`src/sv/fcp_pkg.sv`:
```
`timescale 1ns / 1ps

package fcp_pkg;

    // chunk counter width
    localparam int COUNT_BITS = 16;
    localparam int PROD_W     = COUNT_BITS + 15;

    localparam logic [COUNT_BITS-1:0] COUNT_MAX = {COUNT_BITS{1'b1}};

    typedef logic [COUNT_BITS-1:0] t_count;
    typedef logic [2:0]            t_cmd;
    typedef logic [1:0]            t_phase;
    typedef logic [1:0]            t_cfg_index;

    // event codes
    localparam t_cmd CMD_CHUNK_DONE = 3'd0;
    localparam t_cmd CMD_VSYNC      = 3'd1;
    localparam t_cmd CMD_BUF_RETURN = 3'd2;
    localparam t_cmd CMD_START      = 3'd3;
    localparam t_cmd CMD_STOP       = 3'd4;

    // capture phase codes
    localparam t_phase PH_IDLE  = 2'd0;
    localparam t_phase PH_FILL1 = 2'd1;
    localparam t_phase PH_FILL2 = 2'd2;

    // register indexes
    localparam t_cfg_index REG_VSYNC_FRAMED = 2'd0;
    localparam t_cfg_index REG_CHUNKS       = 2'd1;
    localparam t_cfg_index REG_CHUNK_BYTES  = 2'd2;
    localparam t_cfg_index REG_BUFFER_MASK  = 2'd3;

    typedef struct packed {
        logic        vsync_framed;
        logic [15:0] chunks_per_frame;
        logic [14:0] chunk_bytes;
        logic [1:0]  buffer_mask;
    } t_cfg;

    typedef struct packed {
        logic        copy_valid;
        logic        copy_buffer;
        logic [29:0] copy_offset;
        logic        copy_source_half;
        logic        frame_done;
        logic        done_buffer;
        logic [30:0] frame_length;
        logic        dma_start_pulse;
        logic        dma_stop_pulse;
        logic        vsync_armed;
        logic        dma_running;
    } t_result;

endpackage

```
`src/sv/frame_capture_pingpong_controller.sv`:
```
`timescale 1ns / 1ps

// frame capture ping-pong controller
// input channel: one event per transaction (i_cmd, i_buffer_id) on
//   i_in_valid / o_in_ready; events are chunk done, vsync, buffer
//   returned, start and stop
// output channel: exactly one result transaction per event on
//   o_out_valid / i_out_ready, carrying the copy order, frame-done
//   report, dma start/stop pulses and the vsync/dma flags after the event
// config channel: i_cfg_valid / o_cfg_ready with register index and data,
//   always ready; write only while the block is idle
// pipeline: an accepted event waits in the event register, and its result is
//   computed by the single 16x15 offset multiply between the event register and
//   the result register; throughput is one event per cycle while i_out_ready stays high
// stalls: while the result register is held by i_out_ready low, one more
//   event is still taken into the event register, then o_in_ready drops
// reset: synchronous active low; clears the pipeline, returns to idle with
//   both buffers ready, vsync disarmed, dma stopped and the registers at
//   their defaults

module frame_capture_pingpong_controller
    import fcp_pkg::*;
(
    input  logic        i_clk,
    input  logic        i_rst_n,
    // event transactions
    input  logic        i_in_valid,
    output logic        o_in_ready,
    input  logic [2:0]  i_cmd,
    input  logic        i_buffer_id,
    // result transactions
    output logic        o_out_valid,
    input  logic        i_out_ready,
    output logic        o_copy_valid,
    output logic        o_copy_buffer,
    output logic [29:0] o_copy_offset,
    output logic        o_copy_source_half,
    output logic        o_frame_done,
    output logic        o_done_buffer,
    output logic [30:0] o_frame_length,
    output logic        o_dma_start_pulse,
    output logic        o_dma_stop_pulse,
    output logic        o_vsync_armed,
    output logic        o_dma_running,
    // register writes
    input  logic        i_cfg_valid,
    output logic        o_cfg_ready,
    input  logic [1:0]  i_cfg_index,
    input  logic [15:0] i_cfg_data
);

    // event register
    logic    r_ev_valid;
    logic    n_ev_valid;
    t_cmd    r_ev_cmd;
    logic    r_ev_bid;

    // result register
    logic    r_out_valid;
    logic    n_out_valid;
    t_result r_out;

    logic    out_free;
    logic    ev_fire;
    logic    in_fire;
    t_cfg    cfg;
    t_result step_res;

    assign o_cfg_ready = 1'b1;

    fcp_cfg u_cfg (
        .i_clk       (i_clk),
        .i_rst_n     (i_rst_n),
        .i_cfg_valid (i_cfg_valid),
        .i_cfg_index (i_cfg_index),
        .i_cfg_data  (i_cfg_data),
        .o_cfg       (cfg)
    );

    // the result register frees up when empty or being drained this cycle
    assign out_free   = !r_out_valid || i_out_ready;
    assign ev_fire    = r_ev_valid && out_free;
    assign o_in_ready = !r_ev_valid || out_free;
    assign in_fire    = i_in_valid && o_in_ready;

    // state update and result computed in the same cycle the event moves on
    fcp_step u_step (
        .i_clk       (i_clk),
        .i_rst_n     (i_rst_n),
        .i_cfg       (cfg),
        .i_fire      (ev_fire),
        .i_cmd       (r_ev_cmd),
        .i_buffer_id (r_ev_bid),
        .o_result    (step_res)
    );

    always_comb begin
        n_ev_valid = r_ev_valid;
        if (in_fire) begin
            n_ev_valid = 1'b1;
        end else if (ev_fire) begin
            n_ev_valid = 1'b0;
        end

        n_out_valid = r_out_valid;
        if (ev_fire) begin
            n_out_valid = 1'b1;
        end else if (i_out_ready) begin
            n_out_valid = 1'b0;
        end
    end

    always_ff @(posedge i_clk) begin
        if (!i_rst_n) begin
            r_ev_valid  <= 1'b0;
            r_out_valid <= 1'b0;
        end else begin
            r_ev_valid  <= n_ev_valid;
            r_out_valid <= n_out_valid;
        end
    end

    // payload registers, no reset needed
    always_ff @(posedge i_clk) begin
        if (in_fire) begin
            r_ev_cmd <= i_cmd;
            r_ev_bid <= i_buffer_id;
        end
        if (ev_fire) begin
            r_out <= step_res;
        end
    end

    assign o_out_valid        = r_out_valid;
    assign o_copy_valid       = r_out.copy_valid;
    assign o_copy_buffer      = r_out.copy_buffer;
    assign o_copy_offset      = r_out.copy_offset;
    assign o_copy_source_half = r_out.copy_source_half;
    assign o_frame_done       = r_out.frame_done;
    assign o_done_buffer      = r_out.done_buffer;
    assign o_frame_length     = r_out.frame_length;
    assign o_dma_start_pulse  = r_out.dma_start_pulse;
    assign o_dma_stop_pulse   = r_out.dma_stop_pulse;
    assign o_vsync_armed      = r_out.vsync_armed;
    assign o_dma_running      = r_out.dma_running;

endmodule

```
`src/sv/fcp_cfg.sv`:
```
`timescale 1ns / 1ps

module fcp_cfg
    import fcp_pkg::*;
(
    input  logic        i_clk,
    input  logic        i_rst_n,
    input  logic        i_cfg_valid,
    input  t_cfg_index  i_cfg_index,
    input  logic [15:0] i_cfg_data,
    output t_cfg        o_cfg
);

    t_cfg r_cfg;
    t_cfg n_cfg;

    always_comb begin
        n_cfg = r_cfg;
        if (i_cfg_valid) begin
            unique case (i_cfg_index)
                REG_VSYNC_FRAMED: n_cfg.vsync_framed     = i_cfg_data[0];
                REG_CHUNKS:       n_cfg.chunks_per_frame = i_cfg_data;
                REG_CHUNK_BYTES:  n_cfg.chunk_bytes      = i_cfg_data[14:0];
                REG_BUFFER_MASK:  n_cfg.buffer_mask      = i_cfg_data[1:0];
                default:          n_cfg = r_cfg;
            endcase
        end
    end

    always_ff @(posedge i_clk) begin
        if (!i_rst_n) begin
            r_cfg.vsync_framed     <= 1'b0;
            r_cfg.chunks_per_frame <= 16'd1;
            r_cfg.chunk_bytes      <= 15'd1024;
            r_cfg.buffer_mask      <= 2'b11;
        end else begin
            r_cfg <= n_cfg;
        end
    end

    assign o_cfg = r_cfg;

endmodule

```
`src/sv/fcp_step.sv`:
```
`timescale 1ns / 1ps

module fcp_step
    import fcp_pkg::*;
(
    input  logic    i_clk,
    input  logic    i_rst_n,
    input  t_cfg    i_cfg,
    input  logic    i_fire,
    input  t_cmd    i_cmd,
    input  logic    i_buffer_id,
    output t_result o_result
);

    t_phase r_phase;
    t_count r_count;
    logic   r_first_ready;
    logic   r_second_ready;
    logic   r_vsync_en;
    logic   r_dma_on;

    t_phase n_phase;
    t_count n_count;
    logic   n_first_ready;
    logic   n_second_ready;
    logic   n_vsync_en;
    logic   n_dma_on;

    logic              filling;
    logic              cur;
    logic              ready0;
    logic              ready1;
    logic              ready_cur;
    logic              last_chunk;
    logic              ready_after;
    logic [PROD_W-1:0] prod;
    logic [30:0]       length;
    logic [15:0]       count_lo;
    t_result           res;

    assign filling   = (r_phase == PH_FILL1) || (r_phase == PH_FILL2);
    assign cur       = (r_phase == PH_FILL2);
    assign ready0    = r_first_ready & i_cfg.buffer_mask[0];
    assign ready1    = r_second_ready & i_cfg.buffer_mask[1];
    assign ready_cur = cur ? ready1 : ready0;

    // raw frame end test is modulo 2^16, zero register acts as 65536
    assign count_lo   = 16'(32'(r_count));
    assign last_chunk = !i_cfg.vsync_framed
                        && (count_lo == (i_cfg.chunks_per_frame - 16'd1));
    assign ready_after = ready_cur & !last_chunk;

    assign prod   = PROD_W'(r_count) * PROD_W'(i_cfg.chunk_bytes);
    assign length = 31'(prod) + 31'(i_cfg.chunk_bytes);

    always_comb begin
        n_phase        = r_phase;
        n_count        = r_count;
        n_first_ready  = r_first_ready;
        n_second_ready = r_second_ready;
        n_vsync_en     = r_vsync_en;
        n_dma_on       = r_dma_on;
        res            = '0;

        unique case (i_cmd)
            CMD_CHUNK_DONE: begin
                if (r_dma_on && filling) begin
                    if (r_count == '0) begin
                        n_vsync_en = 1'b1;
                    end
                    res.copy_valid       = 1'b1;
                    res.copy_buffer      = cur;
                    res.copy_offset      = 30'(prod);
                    res.copy_source_half = r_count[0];
                    if (i_cfg.vsync_framed && !ready_cur) begin
                        n_dma_on           = 1'b0;
                        res.dma_stop_pulse = 1'b1;
                    end
                    if (last_chunk) begin
                        if (cur) begin
                            n_second_ready = 1'b0;
                        end else begin
                            n_first_ready = 1'b0;
                        end
                    end
                    if (!ready_after) begin
                        res.frame_done   = 1'b1;
                        res.done_buffer  = cur;
                        res.frame_length = length;
                        n_phase          = PH_IDLE;
                    end else if (r_count != COUNT_MAX) begin
                        n_count = r_count + t_count'(1);
                    end
                end
            end
            CMD_VSYNC: begin
                if (r_vsync_en) begin
                    if (!filling) begin
                        // buffer 1 has priority
                        if (ready0 || ready1) begin
                            if (!r_dma_on) begin
                                n_dma_on            = 1'b1;
                                res.dma_start_pulse = 1'b1;
                            end
                            n_vsync_en = 1'b0;
                            n_phase    = ready0 ? PH_FILL1 : PH_FILL2;
                        end
                        n_count = '0;
                    end else if (i_cfg.vsync_framed) begin
                        // frame end marked, next chunk closes it
                        if (cur) begin
                            n_second_ready = 1'b0;
                        end else begin
                            n_first_ready = 1'b0;
                        end
                    end
                end
            end
            CMD_BUF_RETURN: begin
                if (i_buffer_id) begin
                    n_second_ready = 1'b1;
                end else begin
                    n_first_ready = 1'b1;
                end
            end
            CMD_START: begin
                n_vsync_en = 1'b1;
            end
            CMD_STOP: begin
                n_vsync_en = 1'b0;
                if (r_dma_on) begin
                    n_dma_on           = 1'b0;
                    res.dma_stop_pulse = 1'b1;
                end
            end
            default: begin
                res = '0;
            end
        endcase

        res.vsync_armed = n_vsync_en;
        res.dma_running = n_dma_on;
    end

    always_ff @(posedge i_clk) begin
        if (!i_rst_n) begin
            r_phase        <= PH_IDLE;
            r_count        <= '0;
            r_first_ready  <= 1'b1;
            r_second_ready <= 1'b1;
            r_vsync_en     <= 1'b0;
            r_dma_on       <= 1'b0;
        end else if (i_fire) begin
            r_phase        <= n_phase;
            r_count        <= n_count;
            r_first_ready  <= n_first_ready;
            r_second_ready <= n_second_ready;
            r_vsync_en     <= n_vsync_en;
            r_dma_on       <= n_dma_on;
        end
    end

    assign o_result = res;

endmodule

```
`config.mk`:
```
export PLATFORM = sky130hd
export DESIGN_NAME = frame_capture_pingpong_controller
export DESIGN_NICKNAME = d
export VERILOG_FILES = /design/src/sv/fcp_pkg.sv /design/src/sv/frame_capture_pingpong_controller.sv /design/src/sv/fcp_cfg.sv /design/src/sv/fcp_step.sv
export SDC_FILE = /design/constraint.sdc
export NUM_CORES = 1
export LEC_CHECK = 0
export BUFFER_PORTS_ARGS = -buffer_cell sky130_fd_sc_hd__buf_2
export CORE_ASPECT_RATIO = 1.1
export CORE_UTILIZATION = 55
export CTS_CLUSTER_DIAMETER = 30
export DETAILED_ROUTE_END_ITERATION = 12
export GPL_TIMING_DRIVEN = 0
export MAX_ROUTING_LAYER = met4
export PLACE_DENSITY = 0.72
export SYNTH_ARGS = -nofsm -noshare
export SYNTH_HDL_FRONTEND = slang
export SYNTH_SLANG_ARGS = --single-unit
```
`constraint.sdc`:
```
create_clock -name i_clk -period 8.35 [get_ports i_clk]
set_clock_uncertainty 0.1 [all_clocks]
set_input_delay 0.835 -clock i_clk [delete_from_list [all_inputs] [get_ports i_clk]]
set_output_delay 0.835 -clock i_clk [all_outputs]
set_load 0.01 [all_outputs]
```
## Word level (Yosys, flattened, before mapping)

Index checks and enable logic that the tools add are counted.
Widths: inputs -> output; s select.

- Add/sub/neg operators: 3
- $mul: 1
- Equality and inequality tests: 23
- Muxes and demuxes: 53
- Bitwise logic cells: 8
- Reduce and logical (&&, ||, !) cells: 32

Operators by type and width:

| kind | number |
|---|---|
| $mux 16 | 5 |
| $mux 66 | 1 |
| $mux 1 | 33 |
| $mux 33 | 1 |
| $pmux 16 s2 | 1 |
| $add 31x15->31 | 1 |
| $mul 16x15->31 | 1 |
| $add 16x1->16 const B | 1 |
| $eq 16x16->1 | 1 |
| $logic_not 16->1 | 1 |
| $ne 16x16->1 const B | 1 |
| $reduce_and 8->1 | 2 |
| $sub 16x1->16 const B | 1 |
| $ne 2x1->1 const B | 7 |
| $reduce_and 7->1 | 2 |
| $mux 2 | 6 |
| $ne 2x2->1 const B | 5 |
| $reduce_and 2->1 | 5 |
| $pmux 1 s3 | 3 |
| $eq 2x2->1 const B | 3 |
| $eq 3x2->1 const B | 2 |
| $reduce_bool 2->1 | 3 |
| $logic_and 1x1->1 | 5 |
| $logic_not 1->1 | 5 |
| 14 further kinds | 24 |

- Register bits after elaboration: 132
- Word-level logic and storage cells: 145

## Longest topological paths before layout

Gate-level depths: netlist (run 1).

- Depth after elaboration: 8
- Gate-level depth with buffers: 33

## Hierarchy

From an unflattened synthesis (run 1), not the netlist that was laid out.

- Cells, all modules: 1661
- Area total of the unflattened synthesis: 15184.6 µm²

Modules (own cells, without submodules):

| module | times used | cells an instance | area each (µm²) | seq. area each (µm²) |
|---|---|---|---|---|
| fcp_step | 1 | 1438 | 11498.5 | 440.4 |
| frame_capture_pingpong_controller | 1 | 85 | 2337.2 | 2262.2 |
| fcp_cfg | 1 | 138 | 1348.8 | 680.7 |

## Worst setup path before layout (run 1)

OpenSTA, ideal clock, no wires.

- Path type: flip-flop to flip-flop
- Start point: register u_step.r_count[8], in the netlist u_step.count_lo[8]
- End point: register r_out, in the netlist o_frame_length[29], data pin
- Arrival time: 6.936 ns
- Required time: 7.990 ns
- Path slack: 1.054 ns
- Cell stages (with the launch flop): 33
- Buffers on the path: 2
- Cell sequence: dfxtp_1 -> clkbuf_1 -> clkbuf_1 -> and2_1 -> fa_1 -> inv_1 -> fa_1 -> inv_1 -> fa_1 -> inv_1 -> fa_1 -> inv_1 -> fa_1 -> inv_1 -> fa_1 -> inv_1 -> ha_1 -> a21oi_1 -> nand2_1 -> a21oi_1 -> a21boi_0 -> nor2_1 -> ha_1 -> nand2_1 -> nor2_1 -> a21oi_1 -> nand2_1 -> a31oi_1 -> o21ai_0 -> and4_1 -> and4_1 -> nand3_1 -> mux2_2

- Elaborated cells between the ends (all ways): 7
- Those cells by class: 1 x add/sub; 1 x mul; 1 x eq/ne; 1 x bitwise; 3 x reduce/logical

RTL lines:

| what | RTL line | source |
|---|---|---|
| from (decl) | fcp_step.sv:16 | `t_count r_count;` |
| from (signal assigned) | fcp_step.sv:155 | `r_count <= n_count;` |
| $mul 16x15->31 | fcp_step.sv:53 | `assign prod = PROD_W'(r_count) * PROD_W'(i_cfg.chunk_bytes);` |
| named net u_step.prod[12] | fcp_step.sv:36 | `logic [PROD_W-1:0] prod;` |
| $add 31x15->31 | fcp_step.sv:54 | `assign length = 31'(prod) + 31'(i_cfg.chunk_bytes);` |
| to (signal assigned) | frame_capture_pingpong_controller.sv:130 | `r_out <= step_res;` |
| to (decl) | frame_capture_pingpong_controller.sv:61 | `t_result r_out;` |

The timed path passes the listed nets, and every way through them passes these cells.
A chain may end at the register's enable or synchronous reset.

## Final worst setup path (run 1)

- Start point: register u_cfg.r_cfg, in the netlist u_cfg.o_cfg[12]
- End point: register r_out, in the netlist o_frame_length[29], data pin

- Longest elaborated chain between the ends: 2

Ends and longest elaborated chain:

| what | RTL line | source |
|---|---|---|
| from (decl) | fcp_cfg.sv:14 | `t_cfg r_cfg;` |
| from (signal assigned) | fcp_cfg.sv:37 | `r_cfg <= n_cfg;` |
| $mul 16x15->31 | fcp_step.sv:53 |  |
| $add 31x15->31 * | fcp_step.sv:54 |  |

Mark *: on every way between the ends. The rest lies on a longest branch, timed or not.

==> results of run 1 <==
[sequential cells by signal (all words and copies together) (netlist names), 2 cells and up]
register / cells
u_cfg.o_cfg: 34
o_frame_length: 31
o_copy_offset: 30
u_step.count_lo: 16
r_ev_cmd: 3
u_step.r_phase: 2
[stage by stage]
stage | hold slack, ns | setup WS (ns) | cell area [um2] | TNS [ns]
floorplan | 0.345 | 1.05 | 14900 | 0
global placement | 0.361 | -0.0973 | 15800 | -0.125
detailed placement | 0.369 | -0.242 | 15900 | -0.521
CTS | 0.386 | 0.00677 | 16400 | 0
global route | 0.429 | -0.0797 | 16500 | -0.121
finish | 0.390 | 0.264 | 16500 | 0
[worst max-delay path: cells and delay by family (launching register included)]
kind / cells / cell delay [ns]
adder cells (fa/ha/maj): 7 / 3.22
AO/OA/AOI/OAI: 5 / 1.62
AND/OR/NAND/NOR: 5 / 0.91
flip-flops: 1 / 0.84
buffers and inverters: 5 / 0.82
multiplexers: 1 / 0.30
[power by group]
group	switching (uW)	internal (uW)	leakage, uW
Clock	301	438	0.000287
Sequential	19.5	704	0.00119
Combinational	69.3	40.7	0.00628
[per-layer routing]
metal  global-route usage  share of wire  vias to the layer above
met3               0.0494          0.064                       76
met5                    -              0                        -
li1                     -              -                     5566
met2                0.489           0.48                      384
met1                0.353           0.42                     5691
met4                0.103          0.034                        0
[layout make-up]
cell class,instances,area share
clock inverters,13,0.00707
clock buffers,19,0.0282
inverters,241,0.0549
repair buffers,98,0.0307
plain buffers,80,0.0197
well taps,352,0.0267
flip-flops and latches,132,0.206
multi-input cells,1200,0.627
[kinds of logic (layout without fill, tap and decap cells)]
logic type / Yosys count / after routing / synth area share
compound gates: 206 / 206 / 0.0935
simple gates: 617 / 617 / 0.210
other cells: 1 / 1 / 0.000252
mux: 9 / 9 / 0.00630
fa+ha+maj: 294 / 294 / 0.338
xor+xnor: 73 / 73 / 0.0429
flops: 132 / 132 / 0.227
buf+inv: 326 / 451 / 0.0825
[final timing paths]
check / to / slack, ns / depth (start not counted)
setup / recovery: o_frame_length[29] / 0.26 / 23
hold / removal: u_cfg.o_cfg[32] / 0.39 / 2
setup reg to reg: o_frame_length[29] / 0.26 / 23
hold reg to reg: u_cfg.o_cfg[32] / 0.39 / 2
[layout by cell type (no fill, tap or decap), drive strengths merged, types with 34 or more instances in the layout]
cell    synthesis  layout
a21boi         34      34
a21oi          50      50
and2          170     170
buf             5     107
clkbuf         80      90
dfxtp          58      58
edfxtp         74      74
fa            181     181
ha            113     113
inv           241     248
nand2         211     211
nor2           80      80
xnor2          47      47
==> summary.txt, run 1 <==
Synthesis
  – Ys flop type: edfxtp_1
  – Synth unique cells: 68
  – FFs w/ async S/R, synth: 0
  – Synth Net Count: 1,979
  – Synth area leaders: fa_1, edfxtp_1, ha_1, dfxtp_1, and2_1
  – Post-synth EDFFs: 74
  – Post-synthesis sequential area ratio: 0.227
  – Area leader, netlist: fa_1
  – Most frequent cell after synthesis: inv_1
  – Mapped Cells: 1,658
  – Seq cells post-synth: 132
  – Top cell type's share of synthesized area: 0.243
  – Commonest cells in the netlist: inv_1, nand2_1, fa_1
  – Syn Std Cell Area: 14,900 um2
  – Avg Synthesized Cell Area: 8.99 um2
  – Yosys Warn Count: 0

Place
  – Placed Cells incl. Taps: 2,108
  – Detailed Place HPWL: 30.4 mm
  – GP Congestion: 0.990
  – I/O Buffers: 97

Worst setup path
  – Cells along the critical path: clkbuf_1 -> nand2_1 -> fa_1 -> inv_1 -> fa_1 -> fa_1 -> fa_1 -> fa_1 -> inv_1 -> fa_1 -> inv_1 -> ha_1 -> clkbuf_1 -> a21oi_1 -> o211ai_1 -> a31oi_1 -> nor2_1 -> o31ai_1 -> a21boi_2 -> and4_1 -> and4_1 -> nand3_1 -> mux2_2
  – Worst Setup SP: u_cfg.o_cfg[12]
  – CP Capture Type: flip-flop
  – Worst EP required: 8.42 ns
  – Critical Path Most Common Cell: fa_1
  – Crit Reg-Reg Startpoint: u_cfg.o_cfg[12]
  – Startpoint Class: flip-flop
  – Slowest CP cell: dfxtp_1
  – Crit path DAT: 8.16 ns
  – Crit path max fanout: 10
  – Critical path class: flip-flop to flip-flop
  – Crit path largest cell delay: 0.84 ns

Die
  – Starting Density: 0.565
  – Die area: 27,800 um2
  – Row count: 62
  – Core Area: 26,400 um2
  – I/O pins: 100
  – Die width: 159 um
  – Chip height: 175 um

Clock tree
  – Clock insertion delay at the later pin of the skew report: 0.43 ns
  – Clk root buf: clkbuf_16
  – # H-tree levels: 4
  – Resized Gates After CTS: 7
  – Clock transition at path regs: 0.06 ns
  – CTS tree: built
  – Clock sinks: 132
  – # hold bufs at CTS: 0
  – TritonCTS Buffers: 17
  – Clock Path Buffers: 2
  – Post-CTS Setup Bufs: 0

Power and ir drop
  – PwrDens: 95.5 nW/um2
  – Leakage power: 0.00775 uW
  – Total power: 1570 uW
  – Worst vdd ir: 0.120 mV

Hold path
  – Hold Startpoint: u_cfg.o_cfg[32]
  – Hold WC Path Type: flip-flop to flip-flop

STA
  – Max Slew Vio Count: 0
  – Period utilisation layout: 0.968
  – Fin. Hold Viols: 0
  – Worst-Margin Slew: 0.801 ns
  – # setup viols final: 0
  – Tmin final: 8.09 ns
  – Slew headroom: 0.465
  – Fmax: 124 MHz

Cells and area
  – Reg area: 3390 um2
  – Antenna Cells: 0
  – Non-Filler Instances: 2,135
  – Final Util: 0.624
  – Area of the multi-input gates: 10,300 um2
  – Final nets: 2,091
  – Layout cell share with drive strength beyond 1: 0.0987
  – Filler instances: 2,263
  – Syn-to-layout area delta: 10.4%

Detailed routing
  – DR vias: 11,700
  – Post-Route WL: 37.8 mm
  – Initial DRC Count: 635
  – DR WL/cell: 17.7 um
  – Final ANT Viol Nets: 0
  – Via density: 5.49
  – Remaining DRCs: 0
  – Router iterations before antenna repair: 5

Global routing
  – Largest net degree at the start of global routing: 51
  – Vias in the first global route: 11,800
  – First-pass GRT wire length: 60.7 mm
  – GRT overflow: 0
  – Tot GR Track Use: 0.290
  – Initial antenna violation count: 1

Run status
  – Status: completed

Flow run
  – Max_cap viols: 0
Note: power is estimated with default switching activity, not from simulation.
==> run 2, diff against run 1 <==
--- a/config.mk
+++ b/config.mk
@@ -6,7 +6,7 @@
 export NUM_CORES = 1
 export LEC_CHECK = 0
 export BUFFER_PORTS_ARGS = -buffer_cell sky130_fd_sc_hd__buf_2
-export CORE_ASPECT_RATIO = 1.1
+export CORE_ASPECT_RATIO = 1.4
 export CORE_UTILIZATION = 55
 export CTS_CLUSTER_DIAMETER = 30
 export DETAILED_ROUTE_END_ITERATION = 12
==> summary.txt, run 2 (synthesis results as in run 1) <==
Run status
  – Status: completed

Place
  – GP Congestion: 0.908
  – Detailed Place HPWL: 31.0 mm
  – DP Area: 15,900 um2
  – Placed Cells incl. Taps: 2,116
  – I/O Buffers: 97

Clock tree
  – Clock Path Buffers: 2
  – Clock transition at path regs: 0.06 ns
  – TritonCTS Buffers: 17
  – Clock sinks: 132
  – CTS tree: built
  – Clock insertion delay at the later pin of the skew report: 0.44 ns
  – Clk root buf: clkbuf_16
  – Post-CTS Setup Bufs: 0
  – # H-tree levels: 4

Die
  – I/O pins: 100
  – Row count: 70
  – Die area: 27,800 um2
  – Starting Density: 0.565
  – Die width: 141 um
  – Core Area: 26,400 um2
  – Chip height: 197 um

Detailed routing
  – DR vias: 11,700
  – Via density: 5.47
  – Remaining DRCs: 0
  – Initial DRC Count: 747
  – Post-Route WL: 38.5 mm
  – DR WL/cell: 17.9 um
  – Router iterations before antenna repair: 5
  – Final ANT Viol Nets: 0

Global routing
  – Most Crowded Layer GR: met2
  – First-pass GRT wire length: 62.0 mm
  – Largest net degree at the start of global routing: 53
  – Vias in the first global route: 12,200
  – Met3 Use GR: 0.0537
  – GRT met2 Usage: 0.523
  – GRT overflow: 0
  – Initial antenna violation count: 2
  – Tot GR Track Use: 0.304
  – GR Util met1: 0.333

STA
  – Fin. Hold Viols: 0
  – # setup viols final: 0
  – Period utilisation layout: 0.950
  – Tmin final: 7.93 ns
  – Worst-Margin Slew: 0.701 ns
  – Max Slew Vio Count: 0
  – RSZ-0062 raised after global routing: no
  – Slew headroom: 0.529
  – Fmax: 126 MHz

Power and ir drop
  – Leakage power: 0.00780 uW
  – Worst vdd ir: 0.142 mV
  – PwrDens: 96.8 nW/um2
  – Total power: 1600 uW

Hold path
  – Hold WC Path Type: flip-flop to flip-flop

Worst setup path
  – Critical path class: flip-flop to flip-flop
  – Worst EP required: 8.44 ns
  – Startpoint Class: flip-flop
  – CP Capture Type: flip-flop
  – Crit path DAT: 8.02 ns
  – Crit path max fanout: 10

Cells and area
  – Syn-to-layout area delta: 10.9%
  – Layout cell share with drive strength beyond 1: 0.104
  – Final nets: 2,095
  – Max reg flops: 34
  – Commonest non-fill, non-tap cell in the layout: inv_1
  – Antenna Cells: 0
  – Design area: 16,500 um2
  – Final Util: 0.627
  – Most frequent cells in the layout: inv_1, nand2_1, fa_1
  – Non-Filler Instances: 2,147

Flow run
  – Max_cap viols: 0
-- run 2: cell type report --
type / instances / area, um2
multi-input cells: 1200 / 10300
plain buffers: 84 / 353
fillers: 2274 / 9830
inverters: 241 / 905
well taps: 360 / 450
flip-flops and latches: 132 / 3390
repair buffers: 98 / 505
clock buffers: 20 / 468
clock inverters: 12 / 128
-- run 2: metrics by stage --
stage	hold slack [ns]	setup WS, ns	setup TNS (ns)
2_1_floorplan	0.345	1.05	0
4_1_cts	0.379	0.0696	0
5_1_grt	0.398	0.0330	0
6_report	0.375	0.421	0
3_5_place_dp	0.370	-0.288	-0.831
3_3_place_gp	0.359	-0.207	-0.406
-- run 2: per-layer routing --
| metal | vias up | part of all wire |
|---|---|---|
| met3 | 114 | 0.055 |
| met5 | - | 0 |
| met2 | 378 | 0.51 |
| met1 | 5669 | 0.39 |
| met4 | 0 | 0.051 |
| li1 | 5577 | - |
-- run 2: critical path, cell delays in order, from the launching register on --
cell and delay, ns:
dfxtp_1 0.72, clkbuf_1 0.51, nand2_1 0.14, fa_1 0.50, inv_1 0.05, fa_1 0.55, fa_1 0.44, fa_1 0.46
fa_1 0.49, inv_1 0.05, fa_1 0.47, inv_1 0.04, ha_1 0.26, clkbuf_1 0.20, a21oi_1 0.24, o211ai_1 0.17
a31oi_1 0.29, nor2_1 0.09, o31ai_1 0.49, a21o_1 0.30, o311ai_0 0.21, a21oi_1 0.33, nand4b_1 0.25, mux2_2 0.33
-- run 2: timing repair --
| action | CTS | global route |
|---|---|---|
| pin swaps | 0 | 1 |
| gates resized for setup | 9 | 53 |
| gates cloned | 0 | 0 |
| hold buffers | 0 | 0 |
| endpoints found under the setup margin | 9 | 14 |
-- run 2: path summary, 6_finish.rpt --
kind / start / end / slack, ns / cells after the start
min: u_cfg.o_cfg[32] / u_cfg.o_cfg[32] / 0.37 / 2
max: u_cfg.o_cfg[13] / o_frame_length[30] / 0.42 / 23
min reg2reg: u_cfg.o_cfg[32] / u_cfg.o_cfg[32] / 0.37 / 2
max reg2reg: u_cfg.o_cfg[13] / o_frame_length[30] / 0.42 / 23
-- run 2: where the power goes --
group	switching, uW	total, uW	internal (uW)
Combinational	69.1	110	40.9
Sequential	18.6	723	704
Clock	322	767	446
Total	409	1600	1190
==> run 3, diff against run 2 <==
--- a/config.mk
+++ b/config.mk
@@ -7,12 +7,13 @@
 export LEC_CHECK = 0
 export BUFFER_PORTS_ARGS = -buffer_cell sky130_fd_sc_hd__buf_2
 export CORE_ASPECT_RATIO = 1.4
-export CORE_UTILIZATION = 55
+export CORE_UTILIZATION = 35
+export CTS_BUF_LIST = sky130_fd_sc_hd__clkbuf_16
 export CTS_CLUSTER_DIAMETER = 30
 export DETAILED_ROUTE_END_ITERATION = 12
 export GPL_TIMING_DRIVEN = 0
 export MAX_ROUTING_LAYER = met4
-export PLACE_DENSITY = 0.72
+export PLACE_DENSITY = 0.49
 export SYNTH_ARGS = -nofsm -noshare
 export SYNTH_HDL_FRONTEND = slang
 export SYNTH_SLANG_ARGS = --single-unit
==> summary.txt, run 3 (synthesis results as in run 1) <==
Clock tree
  – CTS tree: built
  – TritonCTS Buffers: 17
  – Clk root buf: clkbuf_16
  – Clock insertion delay at the later pin of the skew report: 0.45 ns
  – Clock transition at path regs: 0.07 ns
  – Clock sinks: 132
  – # H-tree levels: 4
  – Clock Path Buffers: 2

Detailed routing
  – Top layer used by detailed routing: met4
  – Final ANT Viol Nets: 0
  – Post-Route WL: 43.5 mm
  – Remaining DRCs: 2
  – WL met3: 768 um
  – Met2 wire len: 23.8 mm
  – Via density: 5.01
  – Initial DRC Count: 494
  – Router iterations before antenna repair: 9
  – DR WL/cell: 18.6 um
  – M1 WL: 17.7 mm
  – DR vias: 11,700

Global routing
  – Vias in the first global route: 12,400
  – GRT overflow: 0
  – Initial antenna violation count: 0
  – First-pass GRT wire length: 67.4 mm
  – Largest net degree at the start of global routing: 74
  – Tot GR Track Use: 0.213

Worst setup path
  – Worst EP required: 8.45 ns
  – RR Endpoint: o_frame_length[29]
  – Reg2Reg Setup Slack: 0.18 ns
  – Critical path class: flip-flop to flip-flop
  – Cells along the critical path: clkbuf_2 -> nand2_1 -> fa_1 -> inv_1 -> fa_1 -> fa_1 -> fa_1 -> fa_1 -> inv_1 -> fa_1 -> inv_1 -> ha_1 -> clkbuf_1 -> a21oi_1 -> o211ai_1 -> a31oi_1 -> nor2_1 -> o31ai_1 -> a21boi_1 -> and4_1 -> and4_2 -> nand3_1 -> mux2_2
  – Crit path largest cell delay: 0.75 ns
  – Reg2Reg Depth: 23
  – CP Capture Type: flip-flop
  – Buf/Inv on CP: 5
  – Startpoint Class: flip-flop
  – Critical Path Most Common Cell: fa_1
  – Crit path max fanout: 10
  – Cell family with most CP delay: adder cells
  – Slowest CP cell: dfxtp_1
  – Crit path DAT: 8.27 ns
  – Crit Reg-Reg Startpoint: u_cfg.o_cfg[12]

Power and ir drop
  – PwrDens: 97.4 nW/um2
  – Worst vdd ir: 0.112 mV
  – Leakage power: 0.00786 uW

Cells and area
  – Syn-to-layout area delta: 13.0%
  – Non-Filler Instances: 2,334
  – Layout cell share with drive strength beyond 1: 0.120
  – Antenna Cells: 0
  – Final nets: 2,096
  – Most frequent cells in the layout: inv_1, nand2_1, fa_1
  – Design area: 16,800 um2
  – Max reg flops: 34
  – Final Util: 0.400
  – Commonest non-fill, non-tap cell in the layout: inv_1
  – Filler instances: 4,364

STA
  – Fin. Hold Viols: 0
  – Setup TNS: 0 ns
  – Worst-Margin Slew: 0.905 ns
  – RSZ-0062 raised after global routing: no
  – # setup viols final: 0
  – Fmax: 122 MHz
  – Slew headroom: 0.397
  – Period utilisation layout: 0.978
  – Final WS setup: 0.184 ns
  – Tmin final: 8.17 ns
  – Max Slew Vio Count: 0

Place
  – Placed Cells incl. Taps: 2,301
  – DP Area: 16,100 um2
  – Detailed Place HPWL: 35.4 mm
  – GP Congestion: 0.887
  – Worst slack at placement: -0.934 ns
  – I/O Buffers: 97

Die
  – I/O pins: 100
  – Core Area: 42,100 um2
  – Starting Density: 0.354
  – Chip height: 246 um
  – Row count: 89
  – Die width: 176 um
  – Die area: 43,400 um2

Hold path
  – WHS Endpoint: u_cfg.o_cfg[32]
  – Hold Startpoint: u_cfg.o_cfg[32]
  – Hold WC Path Type: flip-flop to flip-flop
  – Worst hold path depth: 2

Run status
  – Status: finished, violations left
  – Violated checks: DRC

Flow run
  – Max_cap viols: 0
-- run 3: power breakdown --
part           switching (uW)  total [uW]  internal (uW)
combinational            70.4         110           40.1
sequential               18.6         723            704
clock                     377         807            430
total                     466        1640           1170
-- run 3: through the flow --
stage          hold slack (ns)  total power, uW
2_1_floorplan            0.345              797
3_3_place_gp             0.366              849
3_5_place_dp             0.376              849
4_1_cts                  0.387             1650
5_1_grt                  0.412             1690
6_report                 0.381             1640
-- run 3: final cells by class --
type | instances | area, um2 | area share
buffer | 83 | 378 | 0.0224
clock buffer | 17 | 425 | 0.0253
clock inverter | 15 | 175 | 0.0104
inverter | 241 | 907 | 0.0539
multi-input combinational | 1200 | 10400 | 0.616
sequential | 132 | 3390 | 0.201
tap | 546 | 683 | 0.0406
timing repair buffer | 100 | 508 | 0.0302
-- run 3: per-layer routing --
metal  track usage  up-vias
li1              -     5587
met1         0.231     5868
met2         0.404      175
met3        0.0182       70
met4        0.0735        0
met5             -        -
-- run 3: timing repair --
| action | CTS | global route |
|---|---|---|
| pin swaps | 1 | 3 |
| hold buffers | 0 | 0 |
| setup buffers | 1 | 2 |
| gates resized for setup | 35 | 57 |
| setup endpoints to repair | 16 | 9 |
-- run 3: worst max-delay path by stage --
stage / end / start / depth (start not counted)
2_1_floorplan: o_frame_length[29] / u_step.count_lo[8] / 32
3_3_place_gp: o_frame_length[29] / u_step.count_lo[8] / 30
3_5_place_dp: o_frame_length[29] / u_step.count_lo[8] / 30
4_1_cts: o_frame_length[29] / u_cfg.o_cfg[6] / 30
5_1_grt: o_frame_length[29] / u_step.count_lo[14] / 25
6_report: o_frame_length[29] / u_cfg.o_cfg[12] / 23
-- run 3: worst reg2reg max path: cells and delay by family (launching register included) --
kind	cells	cell delay (ns)
adders and majority gates	7	3.21
AOI/OAI and AO/OA	5	1.87
and+or+nand+nor	5	0.93
buffers and inverters	5	0.77
DFF	1	0.75
muxes	1	0.29
